### src/design/triangle_tangent_unit_assert.svh
// ----------------------------------------------------------------------------
// Triangle tangent unit assertion macros
// Property wrappers used by the top level; they compile away with ASSERT_OFF.
// ----------------------------------------------------------------------------
`ifndef TRIANGLE_TANGENT_UNIT_ASSERT_SVH
`define TRIANGLE_TANGENT_UNIT_ASSERT_SVH

`ifndef ASSERT_OFF
`define TTU_ASSERT_IMP(lbl, pre, post) \
  lbl: assert property (@(posedge clk) disable iff (!rst_n) (pre) |-> (post)) \
    else $error("triangle_tangent_unit: same-cycle check failed");
`define TTU_ASSERT_NXT(lbl, pre, post) \
  lbl: assert property (@(posedge clk) disable iff (!rst_n) (pre) |=> (post)) \
    else $error("triangle_tangent_unit: next-cycle check failed");
`else
`define TTU_ASSERT_IMP(lbl, pre, post)
`define TTU_ASSERT_NXT(lbl, pre, post)
`endif

`endif

### src/design/ttu_pkg.sv
// ----------------------------------------------------------------------------
// Triangle tangent unit package
// Shared widths, controller states, datapath commands and status.
// ----------------------------------------------------------------------------
`default_nettype none

package ttu_pkg;

  localparam int POS_W   = 32;
  localparam int TEX_W   = 24;
  localparam int TAN_W   = 16;
  localparam int STEP_W  = 6;
  localparam int DT_W    = TEX_W + 1;
  localparam int DP_W    = POS_W + 1;
  localparam int PROD_W  = DT_W + DP_W;
  localparam int RES_W   = PROD_W + 1;
  localparam int MAG_W   = PROD_W;
  localparam int NRM_W   = 31;
  localparam int SQ_W    = 2 * NRM_W;
  localparam int SUM_W   = 64;
  localparam int ROOT_W  = 32;
  localparam int REM_W   = ROOT_W + 1;
  localparam int SAT_W   = 33;

  localparam logic [1:0] LAST_CORNER = 2'd2;

  typedef enum logic [3:0] {
    ST_IDLE, ST_DIFF, ST_MUL, ST_ABS, ST_NORM, ST_SQSUM, ST_SQRT, ST_DIV, ST_EMIT
  } ttu_state_t;

  typedef enum logic [3:0] {
    OP_NONE, OP_DIFF, OP_MUL, OP_ABS, OP_NORM, OP_SQSUM, OP_SQRT, OP_DIV, OP_EMIT
  } ttu_op_t;

  typedef struct packed {
    logic [2:0][POS_W-1:0] pos;
    logic [TEX_W-1:0]      u;
    logic [TEX_W-1:0]      v;
  } ttu_vtx_t;

  typedef struct packed {
    logic              load_vtx;
    logic [1:0]        vtx_slot;
    ttu_op_t           op;
    logic [STEP_W-1:0] step;
    logic [1:0]        corner;
    logic [1:0]        axis;
  } ttu_cmd_t;

  typedef struct packed {
    logic degen;
    logic norm_done;
  } ttu_status_t;

endpackage

`default_nettype wire

### src/design/ttu_ctrl.sv
// ----------------------------------------------------------------------------
// Triangle tangent unit controller
// Counts vertices, sequences the datapath per corner and owns output valid.
// ----------------------------------------------------------------------------
`default_nettype none

module ttu_ctrl #(
  parameter int TANGENT_FRAC_BITS = 14
) (
  input  wire logic              clk,
  input  wire logic              rst_n,
  input  wire logic              in_valid,
  output logic                   in_stall,
  output logic                   out_valid,
  input  wire logic              out_stall,
  output ttu_pkg::ttu_cmd_t      cmd,
  input  wire ttu_pkg::ttu_status_t status
);
  import ttu_pkg::*;

  localparam int MUL_LAST   = 4;
  localparam int SQSUM_LAST = 3;
  localparam int SQRT_LAST  = ROOT_W;
  localparam int DIV_LAST   = TANGENT_FRAC_BITS + 3;

  ttu_state_t        state_r, state_nxt;
  logic [1:0]        vcnt_r, vcnt_nxt;
  logic [1:0]        corner_r, corner_nxt;
  logic [1:0]        axis_r, axis_nxt;
  logic [STEP_W-1:0] cnt_r, cnt_nxt;
  logic              out_valid_r, out_valid_nxt;

  always_ff @(posedge clk) begin
    if (!rst_n) begin
      state_r     <= ST_IDLE;
      vcnt_r      <= '0;
      corner_r    <= '0;
      axis_r      <= '0;
      cnt_r       <= '0;
      out_valid_r <= 1'b0;
    end else begin
      state_r     <= state_nxt;
      vcnt_r      <= vcnt_nxt;
      corner_r    <= corner_nxt;
      axis_r      <= axis_nxt;
      cnt_r       <= cnt_nxt;
      out_valid_r <= out_valid_nxt;
    end
  end

  always_comb begin
    state_nxt     = state_r;
    vcnt_nxt      = vcnt_r;
    corner_nxt    = corner_r;
    axis_nxt      = axis_r;
    cnt_nxt       = cnt_r;
    out_valid_nxt = out_valid_r && out_stall;
    cmd.load_vtx  = 1'b0;
    cmd.vtx_slot  = vcnt_r;
    cmd.op        = OP_NONE;
    cmd.step      = cnt_r;
    cmd.corner    = corner_r;
    cmd.axis      = axis_r;
    in_stall      = (state_r != ST_IDLE);

    unique case (state_r)
      ST_IDLE: begin
        if (in_valid) begin
          cmd.load_vtx = 1'b1;
          if (vcnt_r == LAST_CORNER) begin
            vcnt_nxt   = '0;
            corner_nxt = '0;
            state_nxt  = ST_DIFF;
          end else begin
            vcnt_nxt = vcnt_r + 2'd1;
          end
        end
      end
      ST_DIFF: begin
        cmd.op    = OP_DIFF;
        cnt_nxt   = '0;
        state_nxt = ST_MUL;
      end
      ST_MUL: begin
        cmd.op = OP_MUL;
        if (cnt_r == STEP_W'(MUL_LAST)) begin
          cnt_nxt   = '0;
          state_nxt = ST_ABS;
        end else begin
          cnt_nxt = cnt_r + 1'b1;
        end
      end
      ST_ABS: begin
        cmd.op    = OP_ABS;
        state_nxt = ST_NORM;
      end
      ST_NORM: begin
        priority if (status.degen) begin
          state_nxt = ST_EMIT;
        end else if (status.norm_done) begin
          cnt_nxt   = '0;
          state_nxt = ST_SQSUM;
        end else begin
          cmd.op = OP_NORM;
        end
      end
      ST_SQSUM: begin
        cmd.op = OP_SQSUM;
        if (cnt_r == STEP_W'(SQSUM_LAST)) begin
          cnt_nxt   = '0;
          state_nxt = ST_SQRT;
        end else begin
          cnt_nxt = cnt_r + 1'b1;
        end
      end
      ST_SQRT: begin
        cmd.op = OP_SQRT;
        if (cnt_r == STEP_W'(SQRT_LAST)) begin
          cnt_nxt   = '0;
          axis_nxt  = '0;
          state_nxt = ST_DIV;
        end else begin
          cnt_nxt = cnt_r + 1'b1;
        end
      end
      ST_DIV: begin
        cmd.op = OP_DIV;
        if (cnt_r == STEP_W'(DIV_LAST)) begin
          cnt_nxt = '0;
          if (axis_r == 2'd2) begin
            state_nxt = ST_EMIT;
          end else begin
            axis_nxt = axis_r + 2'd1;
          end
        end else begin
          cnt_nxt = cnt_r + 1'b1;
        end
      end
      ST_EMIT: begin
        if (!out_valid_r || !out_stall) begin
          cmd.op        = OP_EMIT;
          out_valid_nxt = 1'b1;
          if (corner_r == LAST_CORNER) begin
            state_nxt = ST_IDLE;
          end else begin
            corner_nxt = corner_r + 2'd1;
            state_nxt  = ST_DIFF;
          end
        end
      end
      default: begin
        state_nxt = ST_IDLE;
      end
    endcase
  end

  assign out_valid = out_valid_r;

endmodule

`default_nettype wire

### config.mk
export PLATFORM = sky130hd
export DESIGN_NAME = ttu_ctrl
export DESIGN_NICKNAME = d
export VERILOG_FILES = /design/src/design/triangle_tangent_unit_assert.svh /design/src/design/ttu_pkg.sv /design/src/design/ttu_ctrl.sv
export SDC_FILE = /design/constraint.sdc
export NUM_CORES = 1
export LEC_CHECK = 0
export ABC_AREA = 1
export CORE_UTILIZATION = 50
export DETAILED_ROUTE_END_ITERATION = 8
export DONT_BUFFER_PORTS = 1
export GPL_ROUTABILITY_DRIVEN = 0
export GPL_TIMING_DRIVEN = 1
export PLACE_DENSITY = 0.65
export SLEW_MARGIN = 5
export SYNTH_ARGS = -nofsm -noshare
export SYNTH_HDL_FRONTEND = slang
export SYNTH_SLANG_ARGS = --single-unit
### constraint.sdc
create_clock -name clk -period 1.8 [get_ports clk]
set_clock_uncertainty 0.2 [all_clocks]
set_input_delay 0.18 -clock clk [delete_from_list [all_inputs] [get_ports clk]]
set_output_delay 0.18 -clock clk [all_outputs]
set_load 0.01 [all_outputs]
Word level (Yosys, flattened, before mapping)
Index checks and enable logic that the tools add are counted.
{"block": "totals", "regBits": 17, "in_bits": 6, "wordCells": 89}
{"block": "op_classes", "n_addsub": 4, "eq_ne": 28, "n_mux": 37, "n_reduce_logical": 14}
{"op": "4-bit 2-to-1 mux", "count": 11}
{"op": "6-bit 2-to-1 mux", "count": 6}
{"op": "4-bit case mux with 9 select lines", "count": 1}
{"op": "6-bit case mux with 6 select lines", "count": 1}
{"op": "4-bit case mux with 8 select lines", "count": 1}
{"op": "2-bit != test (second input constant)", "count": 12}
{"op": "4-bit by 3-bit equality test with 1-bit output (second input constant)", "count": 4}
{"op": "2-bit 2-to-1 mux", "count": 8}
{"op": "9-bit AND reduction", "count": 1}
{"op": "4-bit by 2-bit equality test with 1-bit output (second input constant)", "count": 2}
{"op": "2-bit case mux with 2 select lines", "count": 2}
{"op": "2-bit by 1-bit adder with 2-bit output (second input constant)", "count": 3}
{"op": "6-bit by 1-bit adder with 6-bit output (second input constant)", "count": 1}
{"op": "2-bit equality test (second input constant)", "count": 3}
{"op": "6-bit by 2-bit equality test with 1-bit output (second input constant)", "count": 1}
{"op": "6-bit by 3-bit equality test with 1-bit output (second input constant)", "count": 1}
{"op": "6-bit by 5-bit equality test with 1-bit output (second input constant)", "count": 1}
{"op": "6-bit equality test (second input constant)", "count": 1}
{"op": "3-bit 2-to-1 mux", "count": 2}
{"op": "6-bit nonzero test", "count": 1}
{"op": "1-bit 2-to-1 mux", "count": 5}
{"op": "5-bit AND reduction", "count": 1}
{"op": "4-bit by 1-bit equality test with 1-bit output (second input constant)", "count": 1}
{"op": "4-bit equality test (second input constant)", "count": 1}
{"op": "10 further kinds", "count": 12}

Longest topological paths before layout
Gate-level depths: netlist of run 1.
{"block": "logic_depth", "depth_word": 4, "ltp_mapped": 11, "depth_no_buf": 11}

Least setup slack after synthesis of run 1
No wires, ideal clock.
{"block": "synth_timing", "path_type": "flip-flop to flip-flop", "from": "reg cnt_r[0]", "to": "reg cnt_r[0]", "setup_ns": 0.112, "t_arrival_ns": 1.294, "slack_ns": 0.194, "path_stages_with_launch": 12, "path_buffers": 0, "path_cell_list": "dfxtp_1 -> inv_1 -> ha_1 -> nand2_1 -> inv_1 -> nand3_1 -> nand2_4 -> nand2_4 -> nor2_8 -> nand2_4 -> nand2_4 -> nor2_2"}
{"block": "synth_via", "elab_chain_cells": 3, "elab_cells_between_ends": 10, "classes_between": "add/sub: 1; eq/ne: 4; mux: 5"}
{"item": "start, declared", "line": "ttu_ctrl.sv:30", "rtl": "logic [STEP_W-1:0] cnt_r, cnt_nxt;"}
{"item": "start signal, assigned", "line": "ttu_ctrl.sv:46", "rtl": "cnt_r <= cnt_nxt;"}
{"item": "6-bit by 1-bit adder with 6-bit output (tied with other cells)"}
{"item": "6-bit 2-to-1 mux, on equally long branches"}
{"item": "6-bit case mux with 6 select lines *", "line": "ttu_ctrl.sv:66", "rtl": "unique case (state_r)"}
Mark *: on every way between the ends. The rest lies on a longest branch, timed or not.
A chain may end at the register's enable or synchronous reset.

==> summary by stage, run 1 <==
Clock network
Buffers added to address setup during post-CTS repair amount to 0. The clock passes through at most 2 buffers. The later-pin clock latency in the skew report is 0.30 ns. The number of buffers created by CTS is 3. TritonCTS built the clock tree. The tree built by TritonCTS fans out to 17 sinks. Clock-pin slew was measured on the worst setup and hold paths at 0.10 ns. The cell at the root of the clock tree is clkbuf_4.

The level count of the clock H-tree is 1.

Synth
The netlist area before placement is 1306 sq um. The average footprint of a synthesized cell is 6.665 sq um. The warning count from the yosys run is 0. Yosys instantiated no cell more often than nand2_1. For this run, the register share of the synthesized area comes to 0.2605. The number of different library cells in the post-synthesis netlist is 26.

By count the netlist is led by nand2_1 (37), inv_1 (29), nor2_1 (23). The synthesized instance count is 196. The dominant cell type by area after synthesis is dfxtp_1. The share of synthesized registers carrying an async set or reset is 0.

The post-synthesis register bit count is 17. The share of synthesized area in the top cell type comes to 0.2605. The predominant post-synthesis flop cell is dfxtp_1. The synthesized net count is 207. The synthesized design contains 0 enable-type register cells. By area the synthesized netlist is led by dfxtp_1 (26%), nand2_1 (11%), inv_1 (8.3%).

Timing
The remaining max-slew budget at the tightest pin is 0.6698. Summed over all failing endpoints, the final setup total negative slack is 0 ns. Setup violations remaining at the end of the flow were counted as 0. Setup repair after global routing left no endpoint under its margin. Across all hold checks on the routed design, the worst slack comes to 0.02775 ns.

The number of failing hold endpoints at the final stage is 0. The transition time at the pin with the least slew margin is 0.4936 ns. The final count of pins violating max slew is 0. Static timing analysis puts the maximum clock frequency at 580.7 MHz.

Counting I/O delays and the setup requirement, the final critical path takes 1.722 ns. The portion of the clock cycle consumed by the worst path in the final layout is 0.9567.

Detailed routing
The via count of the routed design is 1219. Once detail routing completed, the nets flagged for antenna violations numbered 0. Dividing the detail-routed wire length by the instance count gives 12.61 um. The detailed router finished its first iteration with 29 violations.

The detailed-route vias per instance is 5.209. The detailed-route wire length is 2951 um. The total iterations of the first detailed-routing run is 5. For this run, design rule violations remaining after detail routing come to 0.

Global routing
The maximum number of pins on one net before global-route repair is 12. In the global route stage, overall resource usage came out at 0.2297. The via count of the first global-routing pass is 1051. The remaining global-route overflow is 0. The initial antenna violation count is 0. The wire length of the first global-routing pass is 4650 um.

Floorplan
The core footprint is 2477 sq um. The number of ports placed on the die boundary is 25. In this run the vertical extent of the chip is 53.11 um. The floorplan step defined a die boundary enclosing 2821 sq um. The starting density of the core is 0.5273. The row count is 18. The width of the chip is 53.11 um.

Placement
The HPWL after detailed placement is 2318 um. The count of buffers added on input and output ports is 0. The post-placement cell area is 1351 sq um.

Cells and area
The fraction of layout instances using a drive strength above 1 is 0.2549. The area growth from synthesis to final layout is 9.004%. The post-layout net count is 216. The finished cells cover 1424 sq um.

The antenna cell count is 0.

Critical path
The arrival time at the worst endpoint is 1.34 ns. The critical path capture point type is a primary output. The critical setup path kind is reg -> out. Along the worst path, the maximum fanout reaches 8.

STA puts the critical path data required time at 1.42 ns. The launching element type of the critical path is a flip-flop.

Flow run
The max-capacitance violation count is 0.

Worst hold path
The worst hold path belongs to the class in -> reg.

Power
The areal power density over the cells is 1454 nW/um^2. The reported leakage power is 0.6691 nW. Across the VDD grid, the largest voltage drop is 0.9954 mV.

Outcome
The run finished with clean final reports.
-- critical path, stage by stage (launching register included) --
cell	delay [ns]
dfxtp_1	0.51
nand2_4	0.15
o21ai_0	0.38
-- cell families (layout without fill, tap and decap cells) --
| family | count (synthesis) | in the layout | share of synthesized area |
|---|---|---|---|
| adder cells (fa/ha/maj) | 5 | 5 | 0.04789 |
| XOR/XNOR | 1 | 1 | 0.006706 |
| buffers and inverters | 36 | 43 | 0.1102 |
| AND/OR/NAND/NOR | 117 | 118 | 0.4856 |
| AO/OA/AOI/OAI | 20 | 20 | 0.08908 |
| flip-flops | 17 | 17 | 0.2605 |
-- registers in the layout, summed over array words and instances (netlist names) --
| name | flops |
|---|---|
| corner_r | 2 |
| out_valid | 1 |
| vcnt_r | 2 |
| cnt_r | 6 |
| state_r | 4 |
| axis_r | 2 |
-- cells in the final DEF, fill, tap and decap left out, drive strengths merged --
master / count
nand2: 54
nor2: 39
inv: 35
nand3: 20
dfxtp: 17
a21oi: 10
ha: 5
o21ai: 5
clkbuf: 4
nand4: 3
o211ai: 2
a211oi: 2
dlygate4sd3: 2
buf: 2
a22oi: 1
and2: 1
xor2: 1
nor3: 1
-- worst paths after layout --
path / start / endpoint / slack, ns / cells past startpoint
max: state_r[2] / cmd[12] / 0.08 / 2
min: in_valid / vcnt_r[0] / 0.03 / 4
max reg2reg: cnt_r[0] / cnt_r[1] / 0.08 / 9
min reg2reg: axis_r[1] / axis_r[1] / 0.32 / 2
-- final cells by class --
type	instances	area, sq um
repair buffers	4	35.03
fillers	262	1054
well taps	30	37.54
clock buffers	4	26.28
inverters	35	136.4
multi-input cells	144	845.8
flip-flops and latches	17	342.8
-- power by group --
part	switching (W)	internal (W)	total (W)	leakage (nW)
clock network	0.000124	0.0000863	0.000210	0.0150
logic	0.000815	0.000433	0.00125	0.514
registers	0.000143	0.000469	0.000612	0.140
total	0.00108	0.000988	0.00207	0.669
-- what timing repair did --
action,4_1_cts,5_1_grt
endpoints found under the hold margin,17,0
gates resized for setup,0,5
hold buffers,2,0
endpoints found under the setup margin,0,14
-- stage by stage --
step	util	setup WS (ns)	instances	total power, W
after floorplan	-	0.1935	196	0.001591
after global placement	0.5455	0.1287	227	0.001774
after detailed placement	0.5455	0.08594	227	0.001806
after CTS	0.5641	0.04385	233	0.002021
after global routing	0.5747	0.005992	234	0.002262
final	0.5747	0.07793	234	0.002070
-- per-layer routing --
layer | routed length [um] | global-route usage
met5 | 0 | 0
met4 | 46 | 0.07895
met3 | 178 | 0.03448
met2 | 1278 | 0.3249
met1 | 1448 | 0.3448
No activity file was read; power rests on OpenSTA's default activity.
==> run 2: changes to the inputs <==
ABC_AREA = 0   (was 1)
CORE_UTILIZATION = 47   (was 50)
PLACE_DENSITY = 0.62   (was 0.65)
==> run 2 against run 1 <==
- largest power group unchanged
- the run now ends with hold timing, setup timing left
- hold slack got worse by 0.23 ns
- largest cell class unchanged
- sequential share of layout area fell by 3.3 points
- global-route usage rose by 5.1 points
==> summary by stage, run 2 <==
Timing
The final-layout worst hold slack is -0.2031 ns (-0.2309 ns). The maximum clock frequency was 493.1 MHz (-15%). The remaining max-slew budget at the tightest pin is 0.7119 (+0.04208). The setup slack after layout came to -0.2280 ns (-0.3059 ns). The number of failing hold endpoints at the final stage is 5 (+5). Setup repair after global routing could not meet its margin everywhere. The number of setup violations in the final report is 12 (+12). The portion of the clock cycle consumed by the worst path in the final layout is 1.127 (+0.1699).

The final critical path time including I/O delays and setup is 2.028 ns (+0.3059 ns). The final count of pins violating max slew is 0 (unchanged). The transition time at the pin with the least slew margin is 0.4317 ns (-0.06197 ns).

The summed negative setup slack over all endpoints is -1.125 ns (-1.125 ns).

Cells and area
From synthesis to final layout, the design area changed by 48.05%. The fraction of layout instances using a drive strength above 1 is 0.3892 (+0.1343). The number of standard cells in the final layout excluding fillers is 231 (-1.3%).

Leaving out fill and tap cells, the most frequent cell in the layout is buf_4. The register with the highest flop count is cnt_r. The flip-flop count of the largest register, all copies and words added is 6 (unchanged). In the final layout, the registers with the most flip-flops are cnt_r (6), state_r (4). The post-layout net count came to 215 (-0.46%). The antenna cell count is 0 (unchanged). The library cells used most frequently in the layout, excluding fill and tap cells, are buf_4 (46), nor2_1 (23), nand2_1 (13), dfxtp_1 (11).

Critical path
The setup slack on the worst flop-to-flop path is -0.23 ns (-0.31 ns). The worst setup path is launched from a flip-flop. The critical path is of the reg -> reg type.

The largest driver fanout on the critical path came to 6 (-2). The cell depth of the worst flop-to-flop path is 7 (-2). The worst path required time is 1.83 ns (+0.41 ns).

In this run the worst setup path begins at cnt_r[0]. The start of the worst register-to-register path is cnt_r[0]. The arrival time at the worst endpoint came to 2.05 ns (+0.71 ns). The worst flop-to-flop path endpoint is state_r[0]. STA classifies the critical path endpoint as a flip-flop.

Placement
The number of cells in the design after placement is 214 (-5.7%). The HPWL after detailed placement came to 2338 um (+0.84%). The count of buffers inserted at the top-level ports is 0 (unchanged).

Detailed routing
The detailed-route DRC error count is 0 (unchanged). The via count of the routed design is 1320 (+8.3%). The average wire length per cell after detail routing is 14.74 um (+17%).

The DRC violation total after the first TritonRoute iteration was 30 (+3.4%). The detailed-route vias per instance is 5.714 (+9.7%). The number of nets still failing antenna checks after routing was 0 (unchanged). The total iterations of the first detailed-routing run is 4 (-1). The detailed-route wire length is 3405 um (+15%).

Clock network
The number of buffers created by CTS came to 3 (unchanged). The number of hold buffers added after cts was 5 (+3). The clock slew seen by the registers of the worst setup and hold paths is 0.10 ns (about the same). The later-pin clock latency in the skew report is 0.30 ns (about the same).

The cell at the root of the clock tree is clkbuf_4. TritonCTS built the clock tree. The sink count of the clock tree is 17 (unchanged).

The largest buffer count on any clock path is 2 (unchanged). The level count of the clock H-tree came to 1 (unchanged).

Floorplan
The row count is 17 (-1). The starting density of the core is 0.5117 (-0.01562). The full die area was 2656 sq um (-5.8%).

The height of the die came to 51.54 um (-3.0%). The number of ports placed on the die boundary is 25 (unchanged). The core footprint was 2255 sq um (-9.0%). The width of the chip was 51.54 um (-3.0%).

Power
The net load switching power is 0.0005779 W (-47%). The combinational share of power is 0.522 (-0.081). The reported leakage power is 0.7379 nW (+10%).

The maximum vdd ir drop is 0.6926 mV (-30%). The part of the power in registers is 0.331 (+0.035). The switching power as a share of total power was 0.3950 (-0.1274). The internal power of the cells is 0.0008851 W (-10%). The proportion of power drawn by the clock network is 0.147 (+0.045). The areal power density over the cells is 856.6 nW/um^2 (-41%). The post-layout total power is 0.001463 W (-29%).

Global routing
The via count of the first global-routing pass is 1329 (+26%). The maximum number of pins on one net before global-route repair is 15 (+3). The wire length of the first global-routing pass is 5451 um (+17%). The initial antenna violation count is 0 (unchanged). The remaining global-route overflow is 0 (unchanged). The total routing usage reported by global routing came to 0.2810 (+0.05137).

Flow run
The max-capacitance violation count came to 0 (unchanged).

Worst hold path
The type of the worst min-delay path is in -> reg. For hold timing, the worst endpoint is state_r[1]. The depth of the worst hold-timing path came to 1 (-3). The launch point of the worst hold path is rst_n.

Synth
The number of different library cells in the post-synthesis netlist was 41 (+58%). Ranked by instance count, the synthesized netlist is headed by nor2_1 (23), dfxtp_1 (17), nand2_1 (14). The synthesized instance count is 153 (-22%). The average footprint of a synthesized cell is 7.540 sq um (+13%). By area the synthesized netlist is led by dfxtp_1 (30%), nor2_1 (7.5%), o21ai_0 (5.6%).

Of all cell types, the one taking the most synthesized area is dfxtp_1. The netlist area before placement came to 1154 sq um (-12%). The area share of the largest cell type after synthesis is 0.2950 (+0.03447).

The warning count from the yosys run came to 0 (unchanged). Yosys instantiated no cell more often than nor2_1. The post-synthesis register bit count is 17 (unchanged). The most used flip-flop cell after synthesis is dfxtp_1. The share of synthesized registers carrying an async set or reset is 0 (unchanged).

The number of synthesized flops with an enable pin is 0 (unchanged). The post-synthesis sequential area ratio is 0.2950 (+0.03447). The synthesized net count came to 164 (-21%).

Outcome
The run finished, with violations left. The checks that failed: hold timing, setup timing.
==> run 2: cell types whose count changed after synthesis, sizes merged, moves of 4 or more <==
cell    change
inv        -26
o21ai       +8
nand3      -17
nor2       -14
mux2i       +5
nor2b       +4
nand3b      +4
nand2      -39
==> run 2: final cells by class <==
class	instances	area [sq um]
Fill cell	194	546.8
Sequential cell	17	355.3
Tap cell	28	35.03
Clock buffer	4	26.28
Timing Repair Buffer	53	411.6
Multi-Input combinational cell	120	840.8
Inverter	9	38.79
==> run 2: metal layers <==
layer	vias to the layer above	track usage	routed length (um)
met5	-	0	0
met4	0	0.1351	76
li1	644	-	-
met2	34	0.5433	1786
met3	9	0.04678	136
met1	633	0.2868	1405
==> run 2: worst max path at each step <==
stage,endpoint,cells after the start
after floorplan,state_r[0],7
after CTS,state_r[0],7
after detailed placement,state_r[2],8
after global routing,state_r[0],8
final,state_r[0],7
after global placement,state_r[2],8
==> run 2: repair_timing <==
action / 4_1_cts / 5_1_grt
setup endpoints to repair: 14 / 14
pin swaps: 10 / 6
hold endpoints to repair: 9 / 4
gates resized for setup: 13 / 11
buffers inserted: 4 / 5
==> run 2: power groups by stage <==
stage / Sequential (W) / Clock (W) / Combinational (W)
5_1_grt: 0.000489 / 0.000231 / 0.000829
2_1_floorplan: 0.000461 / 0 / 0.000412
6_report: 0.000485 / 0.000215 / 0.000763
3_3_place_gp: 0.000482 / 0 / 0.000605
4_1_cts: 0.000485 / 0.000217 / 0.000693
3_5_place_dp: 0.000487 / 0 / 0.000625
==> run 2: critical path, stage by stage, from the launching register on <==
cell and delay, ns:
dfxtp_4 0.41, ha_4 0.14, nor3b_4 0.22, a211oi_2 0.12
a31oi_4 0.21, a21oi_4 0.10, or4_1 0.40, a21oi_1 0.14
==> run 2: stage by stage <==
stage                     hold slack (ns)  utilization  worst slack (ns)  area (sq um)
after floorplan                    0.1893            -          -0.07967          1210
after global placement             0.1061       0.6676           -0.1811          1505
after detailed placement           0.1140       0.6676           -0.2117          1505
after CTS                         -0.2045       0.7325           -0.1805          1652
after global routing              -0.2156       0.7575           -0.3132          1708
final                             -0.2031       0.7575           -0.2280          1708
==> run 2: kinds of logic after synthesis <==
group,after synthesis,synth area share
buf+inv,16,0.06399
compound gates,35,0.1942
flops,17,0.2950
mux,5,0.04339
simple gates,75,0.3492
fa+ha+maj,5,0.05423
==> run 3: changes to the inputs <==
--- a/config.mk
+++ b/config.mk
@@ -8,4 +8,5 @@
 export ABC_AREA = 0
 export CORE_UTILIZATION = 47
+export CTS_CLUSTER_SIZE = 28
 export DETAILED_ROUTE_END_ITERATION = 8
 export DONT_BUFFER_PORTS = 1
@@ -13,4 +14,5 @@
 export GPL_TIMING_DRIVEN = 1
 export PLACE_DENSITY = 0.62
+export RECOVER_POWER = 100
 export SLEW_MARGIN = 5
 export SYNTH_ARGS = -nofsm -noshare
==> constraint.sdc (replaced) <==
create_clock -name clk -period 1.8 [get_ports clk]
set_clock_uncertainty 0.2 [all_clocks]
set_input_delay 0.36 -clock clk [delete_from_list [all_inputs] [get_ports clk]]
set_output_delay 0.36 -clock clk [all_outputs]
set_load 0.01 [all_outputs]
==> run 3 against run 2 <==
- the run ends with setup timing left
- sequential cell count did not move
- die area unchanged
- global-route usage decreased by 1.2 points
- register-to-register slack got worse by 0.02 ns
- first-iteration DRC count is 27% higher
- via count is 2.0% higher
- critical path depth increased by 1
- maximum frequency is 0.79% lower
- largest cell class unchanged
==> summary by stage, run 3 (synthesized netlist as in run 2, its figures left out) <==
Timing
The final-layout worst hold slack is 0.007564 ns (+0.2107 ns). The number of setup violations in the final report is 14 (+2). The transition time at the pin with the least slew margin was 0.4154 ns (-0.01625 ns). The final critical path time including I/O delays and setup was 2.044 ns (+0.01622 ns). Setup repair after global routing could not meet its margin everywhere. The remaining max-slew budget at the tightest pin was 0.7227 (+0.01085). The final count of pins violating max slew is 0 (unchanged). The number of failing hold endpoints at the final stage is 0 (-5). The maximum clock frequency is 489.2 MHz (-0.79%). The setup slack after layout is -0.2442 ns (-0.01622 ns). The portion of the clock cycle consumed by the worst path in the final layout is 1.136 (+0.009011).

Worst hold path
The launch point of the worst hold path is rst_n. The worst hold path terminates at cnt_r[0]. The type of the worst min-delay path is in -> reg. The depth of the worst hold-timing path was 1 (unchanged).

Placement
The count of buffers inserted at the top-level ports is 0 (unchanged). The HPWL after detailed placement is 2337 um (about the same). The post-placement worst setup slack is -0.2097 ns (+0.002093 ns).

Cells and area
The post-layout net count was 216 (+0.47%). The flip-flop count of the largest register, all copies and words added was 6 (unchanged). The share of the core filled with cells in the final layout is 0.7708 (+0.01332). Relative to the synthesized area, the layout overhead comes to 50.65%. More flip-flops sit in one register than any other, and that register is cnt_r. The fraction of layout instances using a drive strength above 1 is 0.4069 (+0.01770). The largest registers in the layout are cnt_r (6), state_r (4).

The most common cell after layout, fill and taps aside is buf_4. The antenna cell count is 0 (unchanged). Leaving out fill and tap cells, the most frequent cells in the layout are buf_4 (45), nor2_1 (23), nand2_1 (13), o21ai_0 (11), dfxtp_1 (10).

Floorplan
The core footprint was 2255 sq um (unchanged). The number of ports placed on the die boundary came to 25 (unchanged). The starting density of the core is 0.5117 (unchanged).

The height of the die is 51.54 um (unchanged). The row count is 17 (unchanged). The full die area is 2656 sq um (unchanged). The width of the chip is 51.54 um (unchanged).

Global routing
The remaining global-route overflow is 0 (unchanged). The maximum number of pins on one net before global-route repair is 12 (-3). The initial antenna violation count was 0 (unchanged). The total routing usage reported by global routing is 0.2693 (-0.01174).

The wire length of the first global-routing pass is 5237 um (-3.9%). The via count of the first global-routing pass is 1231 (-7.4%).

Power
The post-layout total power is 0.001532 W (+4.7%). The switching power as a share of total power is 0.4001 (+0.005063). The part of the power in registers is 0.321 (-0.010). The areal power density over the cells is 881.7 nW/um^2 (+2.9%). The proportion of power drawn by the clock network came to 0.144 (-0.003). The reported leakage power is 0.7466 nW (+1.2%). The net load switching power is 0.0006131 W (+6.1%). The combinational share of power is 0.535 (+0.013). The internal power of the cells is 0.0009193 W (+3.9%). The maximum vdd ir drop is 0.6746 mV (-2.6%).

Clock network
The sink count of the clock tree is 17 (unchanged). The cell at the root of the clock tree is clkbuf_4. The clock slew seen by the registers of the worst setup and hold paths is 0.10 ns (about the same).

The CTS tree is built. The later-pin clock latency in the skew report came to 0.30 ns (about the same). The largest buffer count on any clock path is 2 (unchanged). The number of buffers created by CTS is 3 (unchanged). The level count of the clock H-tree came to 1 (unchanged).

Outcome
The checks that failed: setup timing. The flow ran to the end, but the final reports show violations.

Critical path
The critical path capture point type is a flip-flop. The worst path required time is 1.83 ns (about the same). The worst flop-to-flop path endpoint is state_r[0]. The launching element type of the critical path is a flip-flop. The setup slack on the worst flop-to-flop path was -0.24 ns (-0.02 ns). The largest driver fanout on the critical path is 7 (+1).

The start of the worst register-to-register path is cnt_r[0]. The critical setup path kind is reg -> reg. The arrival time at the worst endpoint came to 2.08 ns (+0.03 ns).

The cell depth of the worst flop-to-flop path is 8 (+1).

Detailed routing
The number of nets still failing antenna checks after routing was 0 (unchanged). The detailed-route vias per instance is 5.806 (+1.6%). The average wire length per cell after detail routing is 15.09 um (+2.4%). The via count of the routed design is 1347 (+2.0%).

The detailed-route wire length is 3502 um (+2.8%). The detailed-route DRC error count is 0 (unchanged). The total iterations of the first detailed-routing run is 4 (unchanged). The DRC violation total after the first TritonRoute iteration came to 38 (+27%).

Flow run
The max-capacitance violation count came to 0 (unchanged).
[run 3: layout make-up]
type	count	area, sq um
inverters	9	41.29
well taps	28	35.03
flip-flops and latches	17	364.1
fillers	178	516.7
repair buffers	54	400.4
clock buffers	4	26.28
multi-input cells	120	870.8
[run 3: worst max-delay path by stage]
stage,start,end,cells past startpoint
floorplan,cnt_r[0],state_r[0],7
finish,cnt_r[0],state_r[0],8
detailed placement,cnt_r[1],state_r[0],8
global placement,cnt_r[0],state_r[2],8
CTS,cnt_r[0],state_r[0],7
global route,state_r[0],state_r[0],7
[run 3: critical path: stages (launching register included)]
cell	delay, ns
dfxtp_4	0.39
inv_4	0.06
ha_4	0.11
nor2b_4	0.13
and4_1	0.19
nand3b_1	0.21
a21oi_4	0.12
or4_4	0.43
a21oi_2	0.12
[run 3: power groups by stage]
stage	logic [W]	registers [W]	clock network (W)
floorplan	0.000412	0.000461	0
global placement	0.000612	0.000479	0
detailed placement	0.000623	0.000482	0
CTS	0.000727	0.000488	0.000221
global route	0.000890	0.000498	0.000232
finish	0.000819	0.000492	0.000221
[run 3: timing repair]
item / 4_1_cts / 5_1_grt
gates resized for setup: 17 / 19
endpoints found under the hold margin: 1 / 1
setup endpoints to repair: 16 / 17
buffers inserted: 10 / 3
pin swaps: 8 / 5
[run 3: routing by layer]
metal,vias up,track usage,wire [um]
met4,0,0.1216,68
met2,44,0.4935,1824
met1,645,0.3031,1461
met3,11,0.04094,148
li1,647,-,-
met5,-,0,0
[run 3: metrics by stage]
| step | cells | area [sq um] | setup TNS [ns] |
|---|---|---|---|
| detailed placement | 216 | 1520 | -1.140 |
| global placement | 216 | 1520 | -0.7016 |
| finish | 232 | 1738 | -1.883 |
| CTS | 230 | 1689 | -1.707 |
| global route | 232 | 1738 | -3.193 |
| floorplan | 153 | 1210 | -0.1068 |
